## config.mk

```make
export PLATFORM = sky130hd
export DESIGN_NAME = bltt_front
export DESIGN_NICKNAME = d
export VERILOG_FILES = /design/src/hdl/bltt_pkg.sv /design/src/hdl/bltt_front.sv
export SDC_FILE = /design/constraint.sdc
export NUM_CORES = 1
export LEC_CHECK = 0
export BUFFER_PORTS_ARGS = -buffer_cell sky130_fd_sc_hd__buf_2
export CORE_AREA = 2 2 39 41
export DETAILED_ROUTE_END_ITERATION = 8
export DIE_AREA = 0 0 41 43
export PLACE_DENSITY_LB_ADDON = 0.05
export SETUP_SLACK_MARGIN = 0.2
export SYNTH_ARGS = -nofsm -noshare
export SYNTH_HDL_FRONTEND = slang
export SYNTH_SLANG_ARGS = --single-unit
```

## constraint.sdc

```tcl
create_clock -name clk -period 2 [get_ports clk]
set_input_delay 0.3 -clock clk [delete_from_list [all_inputs] [get_ports clk]]
set_output_delay 0.3 -clock clk [all_outputs]
set_load 0.005 [all_outputs]
```

## src/hdl/bltt_pkg.sv

```systemverilog
`default_nettype none

package bltt_pkg;

  // Result operation codes.
  typedef enum logic [3:0] {
    OP_SHR        = 4'd0,
    OP_SHL        = 4'd1,
    OP_INC        = 4'd2,
    OP_DEC        = 4'd3,
    OP_PRINT      = 4'd4,
    OP_LOOP_START = 4'd5,
    OP_LOOP_END   = 4'd6,
    OP_RETURN     = 4'd7,
    OP_ERROR      = 4'd8
  } op_t;

  // Status and sticky error codes.
  typedef enum logic [2:0] {
    ST_OK        = 3'd0,
    ST_DEPTH     = 3'd1,
    ST_EXTRA_END = 3'd2,
    ST_UNKNOWN   = 3'd3,
    ST_LABELS    = 3'd4
  } status_t;

  // Token classes handed from the front end to the back end.
  typedef enum logic [3:0] {
    TK_SHR,
    TK_SHL,
    TK_INC,
    TK_DEC,
    TK_PRINT,
    TK_OPEN,
    TK_CLOSE,
    TK_RET,
    TK_BAD
  } tok_t;

  // One queue beat, the valid flag and the token, as seen by either side.
  typedef struct packed {
    logic valid;
    tok_t tok;
  } tok_beat_t;

  localparam logic [7:0] CH_SHR   = 8'h3E;  // '>'
  localparam logic [7:0] CH_SHL   = 8'h3C;  // '<'
  localparam logic [7:0] CH_INC   = 8'h2B;  // '+'
  localparam logic [7:0] CH_DEC   = 8'h2D;  // '-'
  localparam logic [7:0] CH_PRINT = 8'h2E;  // '.'
  localparam logic [7:0] CH_OPEN  = 8'h28;  // '('
  localparam logic [7:0] CH_CLOSE = 8'h29;  // ')'

  localparam logic CMD_END = 1'b1;

  localparam int unsigned QDEPTH = 2;
  localparam int unsigned QAW    = 1;

endpackage

`default_nettype wire

```

## src/hdl/bltt_front.sv

```systemverilog
`default_nettype none

module bltt_front
  import bltt_pkg::*;
(
  input  wire logic       clk,
  input  wire logic       rst_n,
  input  wire logic       in_valid,
  output logic            in_ready,
  input  wire logic       in_cmd,
  input  wire logic [7:0] in_source_char,
  output tok_beat_t       q_push,
  input  wire logic       q_push_ready
);

  tok_t tok;

  always_comb begin
    if (in_cmd == CMD_END) begin
      tok = TK_RET;
    end else begin
      case (in_source_char)
        CH_SHR:   tok = TK_SHR;
        CH_SHL:   tok = TK_SHL;
        CH_INC:   tok = TK_INC;
        CH_DEC:   tok = TK_DEC;
        CH_PRINT: tok = TK_PRINT;
        CH_OPEN:  tok = TK_OPEN;
        CH_CLOSE: tok = TK_CLOSE;
        default:  tok = TK_BAD;
      endcase
    end
  end

  // Ready is held low during reset so that no beat slips in early.
  logic live_r;

  always_ff @(posedge clk) begin
    if (!rst_n) begin
      live_r <= 1'b0;
    end else begin
      live_r <= 1'b1;
    end
  end

  assign in_ready     = q_push_ready && live_r;
  assign q_push.valid = in_valid && live_r;
  assign q_push.tok   = tok;

endmodule

`default_nettype wire

```

==> metrics.yaml <==
drt_iter0_drc: 4
fin_setup_tns_ns: 0
p_int_mw: 0.0433
grt_max_degree: 7
routed_via_density: 3.74
die_x_um: 41
dieHeight_um: 43
period_needed_ns: 1.36
port_buffers: 18
grt_util_all_layers_pct: 5.29
fin_nets: 53
clkTransAtPathRegs_ns: 0
fill_cells: 169
fin_crit_sh_pct: 67.8
p_switching_mw: 0.0174
antenna_left: 0
path_cells: "buf_2, nor4b_1, a21oi_1, a21oi_1, buf_2"
place_hpwl_um: 432
worst_hold_slack_ns: 0.406
ios: 19
final_cells: 54
rsz0062_at_grt: "false"
largest_register_ffs: 1
path_class: "input pin to output pin"
grt_pass1_vias: 171
final_common_cell: "buf_2"
clockPowerShare_pct: 0
rows: 14
powerDensity_nw_per_um2: 236
final_area_sq_um: 256
wl_um: 464
synth_warnings: 0
status: "complete, no violations"
slew_headroom_pct: 83.8
slew_violations: 0
vias: 202
max-cap-violations: 0
hold_class: "input pin to flip-flop"
place_ws_ns: 0.642
worst_pin_slew_ns: 0.240
setup-violations-final: 0
multi_input_area_sq_um: 126
ys_ff_latch: 1
cp.required_ns: 1.70
cp_max_fo: 4
crit_slowest_cell: "nor4b_1"
postCtsHoldBufs: 0
cellLeakagePower_nw: 0.136
yosysTopAreaCellShare_pct: 13.7
synth_top_family_by_area: "simple AND/OR/NAND/NOR gates"
postCtsResizedCells: 0
dp.cells: 54
synth-adder-area-share_pct: 0
maxClockFrequency_ghz: 0.738
combPwrFrac_pct: 64.1
area_growth_pct: 75.2
yosysUniqueCellTypes: 15
regArea_sq_um: 20.0
regMostFlops: "live_r"
grt_overflow_total: 0
fin_ws_ns: 0.644
antennaDiodeCount: 0
synth-simple-area-share_pct: 42.7
drive_above_1_share_pct: 50.0
grt_antenna_before_repair: 0
max_stage_delay_ns: 0.29
drc: 0
synth_xor_area_share_pct: 5.98
synth-compound-area-share_pct: 30.8
synth_area_leaders: "dfxtp_1 14%, a21o_1 10%, and2_1 8.5%"
reg.largest.list: "live_r: 1 flops"
ir_drop_mv: 0.119
ys_seq_area_share_pct: 13.7
drtPass1Iterations: 3
synth_cells: 20
cts_setup_buffers: 0
yosys.area.top_type: "dfxtp_1"
end_kind: "output pin"
dieArea_sq_um: 1760
fin_util_pct: 18.5
crit_path_start_kind: "input pin"
gp_congestion: 0.495
p_sw_share_pct: 28.6
synth_area_sq_um: 146
synth_area_per_cell_sq_um: 7.32
syn-num-nets: 33
power_mw: 0.0606
worstPathArrival_ns: 1.06
grt_pass1_wl_um: 703
wl_per_cell_um: 8.59
pwr-share-seq_pct: 35.9
core_sq_um: 1380
synth.area.mux_share_pct: 6.84
hold_violations: 0
dpl_cell_area_sq_um: 256
initial_core_util_pct: 10.6
synth_stat cells, drive strengths merged:
cell / count
nor2: 2
xor2: 1
mux2i: 1
a31o: 1
nand4bb: 1
or2: 1
dfxtp: 1
nor4b: 1
a21o: 2
nand2: 1
a31oi: 1
a21oi: 2
nand2b: 2
o21ai: 1
and2: 2
cells by family (layout without fill, tap and decap cells):
family,after synthesis,in the layout
AO/OA/AOI/OAI,7,7
XOR/XNOR,1,1
buffers and inverters,0,18
flip-flops,1,1
multiplexers,1,1
AND/OR/NAND/NOR,10,10
path summary, 6_finish.rpt:
kind                          start             end  slack, ns  depth (start not counted)
hold / removal                rst_n  live_r$_DFF_P_       0.41                          1
setup / recovery  in_source_char[4]       q_push[3]       0.64                          5
final cells by class:
cell class / count / share of cell area, %
Timing Repair Buffer: 18 / 35.1
Multi-Input combinational cell: 19 / 49.3
Sequential cell: 1 / 7.80
Tap cell: 16 / 7.80
metal layers:
layer | up-vias | share of wire [%] | GRT usage [%]
li1 | 110 | - | -
met1 | 83 | 47 | 7.91
met2 | 9 | 44 | 8.75
met3 | 0 | 8.6 | 0
met4 | 0 | 0 | 0
met5 | - | 0 | 0
worst max-delay path: cells and delay by family:
kind / cells / cell delay, ns
AO/OA/AOI/OAI: 2 / 0.22
buffers and inverters: 2 / 0.26
AND/OR/NAND/NOR: 1 / 0.29
power groups by stage:
stage / registers, mW / clock network (mW) / logic, mW
after floorplan: 0.0217 / 0 / 0.0157
after global placement: 0.0217 / 0 / 0.0392
after detailed placement: 0.0218 / 0 / 0.0395
after CTS: 0.0218 / 0 / 0.0396
after global routing: 0.0218 / 0 / 0.0441
final: 0.0218 / 0 / 0.0389
(Power assumes the default switching activity.)
