**src/hdl/bltt_pkg.sv**
```systemverilog
`default_nettype none

package bltt_pkg;

  // Result operation codes.
  typedef enum logic [3:0] {
    OP_SHR        = 4'd0,
    OP_SHL        = 4'd1,
    OP_INC        = 4'd2,
    OP_DEC        = 4'd3,
    OP_PRINT      = 4'd4,
    OP_LOOP_START = 4'd5,
    OP_LOOP_END   = 4'd6,
    OP_RETURN     = 4'd7,
    OP_ERROR      = 4'd8
  } op_t;

  // Status and sticky error codes.
  typedef enum logic [2:0] {
    ST_OK        = 3'd0,
    ST_DEPTH     = 3'd1,
    ST_EXTRA_END = 3'd2,
    ST_UNKNOWN   = 3'd3,
    ST_LABELS    = 3'd4
  } status_t;

  // Token classes handed from the front end to the back end.
  typedef enum logic [3:0] {
    TK_SHR,
    TK_SHL,
    TK_INC,
    TK_DEC,
    TK_PRINT,
    TK_OPEN,
    TK_CLOSE,
    TK_RET,
    TK_BAD
  } tok_t;

  // One queue beat, the valid flag and the token, as seen by either side.
  typedef struct packed {
    logic valid;
    tok_t tok;
  } tok_beat_t;

  localparam logic [7:0] CH_SHR   = 8'h3E;  // '>'
  localparam logic [7:0] CH_SHL   = 8'h3C;  // '<'
  localparam logic [7:0] CH_INC   = 8'h2B;  // '+'
  localparam logic [7:0] CH_DEC   = 8'h2D;  // '-'
  localparam logic [7:0] CH_PRINT = 8'h2E;  // '.'
  localparam logic [7:0] CH_OPEN  = 8'h28;  // '('
  localparam logic [7:0] CH_CLOSE = 8'h29;  // ')'

  localparam logic CMD_END = 1'b1;

  localparam int unsigned QDEPTH = 2;
  localparam int unsigned QAW    = 1;

endpackage

`default_nettype wire

```
**src/hdl/bltt_queue.sv**
```systemverilog
`default_nettype none

module bltt_queue
  import bltt_pkg::*;
(
  input  wire logic      clk,
  input  wire logic      rst_n,
  input  wire tok_beat_t push,
  output logic           push_ready,
  output tok_beat_t      pop,
  input  wire logic      pop_ready
);

  tok_t             slot_r [QDEPTH];
  logic [QAW-1:0]   wr_ptr_r, wr_ptr_nxt;
  logic [QAW-1:0]   rd_ptr_r, rd_ptr_nxt;
  logic [QAW:0]     count_r,  count_nxt;
  logic             do_push, do_pop;

  assign push_ready = (count_r != (QAW+1)'(QDEPTH));
  assign pop.valid  = (count_r != '0);
  assign pop.tok    = slot_r[rd_ptr_r];

  assign do_push = push.valid && push_ready;
  assign do_pop  = pop.valid && pop_ready;

  always_comb begin
    wr_ptr_nxt = do_push ? wr_ptr_r + 1'b1 : wr_ptr_r;
    rd_ptr_nxt = do_pop  ? rd_ptr_r + 1'b1 : rd_ptr_r;
    count_nxt  = count_r;
    if (do_push && !do_pop) begin
      count_nxt = count_r + 1'b1;
    end else if (do_pop && !do_push) begin
      count_nxt = count_r - 1'b1;
    end
  end

  always_ff @(posedge clk) begin
    if (!rst_n) begin
      wr_ptr_r <= '0;
      rd_ptr_r <= '0;
      count_r  <= '0;
    end else begin
      wr_ptr_r <= wr_ptr_nxt;
      rd_ptr_r <= rd_ptr_nxt;
      count_r  <= count_nxt;
    end
  end

  always_ff @(posedge clk) begin
    if (do_push) begin
      slot_r[wr_ptr_r] <= push.tok;
    end
  end

endmodule

`default_nettype wire

```
**config.mk**
```make
export PLATFORM = sky130hd
export DESIGN_NAME = bltt_queue
export DESIGN_NICKNAME = d
export VERILOG_FILES = /design/src/hdl/bltt_pkg.sv /design/src/hdl/bltt_queue.sv
export SDC_FILE = /design/constraint.sdc
export NUM_CORES = 1
export LEC_CHECK = 0
export BUFFER_PORTS_ARGS = -buffer_cell sky130_fd_sc_hd__buf_2
export CORE_AREA = 4 4 41 43
export DETAILED_ROUTE_END_ITERATION = 10
export DIE_AREA = 0 0 45 47
export GPL_ROUTABILITY_DRIVEN = 0
export HOLD_SLACK_MARGIN = 0.02
export PLACE_DENSITY = 0.65
export SETUP_SLACK_MARGIN = 0.2
export SLEW_MARGIN = 20
export SYNTH_ARGS = -nofsm -noshare
export SYNTH_HDL_FRONTEND = slang
export SYNTH_SLANG_ARGS = --single-unit
```
**constraint.sdc**
```tcl
create_clock -name clk -period 1.5 [get_ports clk]
set_input_delay 0.3 -clock clk [delete_from_list [all_inputs] [get_ports clk]]
set_output_delay 0.3 -clock clk [all_outputs]
set_load 0.01 [all_outputs]
```
==> flow_summary.toml <==
[run_status]
status = "completed"

[die]
fp.dieArea_um2 = 2120
rows = 13
core-area_um2 = 1300
die_w_um = 45
io_pins = 14
start_util_pct = 40.6
die_h_um = 47

[detailed_routing]
wl_um = 836
firstDrtPassIters = 3
vias_per_cell = 4.64
vias = 334
drc = 0
drtIter0Drc = 2
ant_nets = 0
wl_per_cell_um = 11.6

[timing]
setup_tns_ns = 0
rsz0062_at_grt = "true"
hold_viol = 0
min_period_over_period_pct = 94.2
whs_ns = 0.215
report.final.slew_viol_count = 0
skew_ns = 0.000973
finalSetupViolations = 0
slew_headroom_pct = 85.8
tightestPinTransition_ns = 0.214
layout_min_cycle_time_ns = 1.41
fmax_ghz = 0.708

[logic_synthesis]
synthTopCellsByArea = "edfxtp_1, dfxtp_1, mux2_2"
ys_ff_latch = 13
yosysWarnings = 0
ys_seq_area_share_pct = 64.5
yosys.area.top_type = "edfxtp_1"
synth_ff_type = "edfxtp_1"
synth_edf_count = 8
async_flop_share_pct = 0
yosys.area.top_type_share_pct = 45.5
syn_area_um2 = 528
avgSynthCellArea_um2 = 14.7
syn_inst = 36
syn_nets = 45
synth.distinct_cells = 18

[global_routing]
grt_max_degree = 8
grt_pass1_vias = 358
grt_antenna_before_repair = 0
grt_pass1_wl_mm = 1.41
grt_util_all_layers_pct = 9.78
grt_overflow_total = 0

[cells_and_area]
syn_to_final_growth_pct = 41.2
num_antenna_cells = 0
postLayoutCellArea_um2 = 746
nets = 67
layout-drive-gt1-share_pct = 57.9

[setup_path]
reg2reg_from = "count_r[0]$_SDFFE_PN0P_"
start_kind = "register"
reg2reg_slack_ns = 0.09
cp-startpoint = "count_r[0]$_SDFFE_PN0P_"
arrival_ns = 1.61
worstPathRequired_ns = 1.70
cp-endpoint = "count_r[1]$_SDFFE_PN0P_"
endpoint_kind = "register"
timing.rr.end = "count_r[1]$_SDFFE_PN0P_"
worstPathMaxFanout = 4
crit_slowest_cell = "dfxtp_4"
crit_type = "register to register"
path_cells = "nand2b_4 -> and2_4 -> ha_4 -> xor2_1 -> or3_1 -> a21boi_1"
rr_worst_depth = 6
slowest_delay_ns = 0.35

[cts]
cts_max_path_buffers = 2
h-tree-depth = 1
clkSlewWorstSetupHoldPaths_ns = 0.07
clk_latency_ns = 0.27
ctsRootBufferMaster = "clkbuf_4"
cts_buffers = 3
cts_sinks = 13
cts_tree = "yes"

[power_and_ir_drop]
vdd_drop_max_uv = 869
comb_power_share_pct = 42.1
p_leak_nw = 0.311
p_clk_share_pct = 15.9
seq_power_share_pct = 42.0
p_int_uw = 925
p_per_area_nw_per_um2 = 1720
swShare_pct = 27.9
p_sw_uw = 359
p_total_mw = 1.28

[worst_hold_path]
hp-class = "input port to register"

[job]
cap_violations = 0

[placed_design]
portBuffers = 13
hpwl_um = 612
postPlaceCellArea_um2 = 628
==> cell usage after synthesis, types with 2 or more instances <==
cell type	n
dfxtp_1	5
edfxtp_1	8
xnor2_1	2
and2_1	4
mux2_2	4
==> repair_timing <==
action | in CTS | in global routing
gates resized for setup | 9 | 6
buffers inserted | 2 | 2
hold buffers | 0 | 0
pin swaps | 1 | 1
setup endpoints to repair | 7 | 7
==> registers in the layout, summed over array words and instances (netlist names), named ones only <==
signal	count
slot_r	8
rd_ptr_r	1
wr_ptr_r	1
count_r	2
==> through the flow <==
stage	worst slack [ns]	instances	util (%)
finish	0.0867	72	57.3
global route	0.0233	72	57.3
CTS	0.0753	70	54.0
detailed placement	0.0576	64	48.3
global placement	0.0930	64	48.3
floorplan	0.123	36	-
==> worst max-delay path: cells and delay by family, from the launching register on <==
kind            cells  cell delay [ns]
flops               1             0.35
fa+ha+maj           1             0.15
xor+xnor            1             0.14
simple gates        3             0.59
compound gates      1             0.12
==> layout by cell type (no fill, tap or decap), drive strengths merged <==
cell / n
buf: 17
edfxtp: 8
dfxtp: 5
mux2: 4
and2: 4
clkbuf: 4
xnor2: 2
o21ai: 2
a21boi: 2
nand2b: 1
or2: 1
and3: 1
nand3b: 1
inv: 1
a21bo: 1
xor2: 1
or3: 1
ha: 1
==> metal layers <==
metal	GRT usage, %	up-vias	wire, um
li1	-	169	-
met1	10.2	149	340
met2	16.4	12	413
met3	3.45	4	61
met4	7.02	0	19
met5	0	-	0
==> power by group through the flow <==
stage	Combinational [mW]	Clock [mW]	Sequential [mW]
6_report	0.540	0.204	0.539
5_1_grt	0.588	0.226	0.554
4_1_cts	0.470	0.216	0.535
3_5_place_dp	0.387	0	0.530
3_3_place_gp	0.388	0	0.530
2_1_floorplan	0.294	0	0.517
==> how the worst min path moves through the flow <==
stage,from,to,slack (ns),cells after the start
after floorplan,push[0],slot_r[0][0]$_DFFE_PP_,0.40,0
after global placement,push[2],slot_r[1][2]$_DFFE_PP_,0.49,1
after detailed placement,push[2],slot_r[1][2]$_DFFE_PP_,0.49,1
after CTS,push[2],slot_r[0][2]$_DFFE_PP_,0.21,1
after global routing,push[2],slot_r[0][2]$_DFFE_PP_,0.21,1
final,push[2],slot_r[0][2]$_DFFE_PP_,0.22,1
==> cell type report <==
class / instances / area, um^2
flip-flops and latches: 13 / 349
fillers: 124 / 556
clock buffers: 4 / 26.3
inverters: 1 / 3.75
well taps: 15 / 18.8
multi-input cells: 22 / 218
repair buffers: 17 / 130
==> logic make-up (layout without fill, tap and decap cells) <==
kind of cell    Yosys count  after routing  share of synthesized area [%]
buf+inv                   1             22                          0.710
mux                       4              4                           8.53
simple gates              9              9                           12.3
flops                    13             13                           64.5
xor+xnor                  3              3                           4.98
fa+ha+maj                 1              1                           2.37
compound gates            5              5                           6.63
Power figures use the tool's default switching activity.
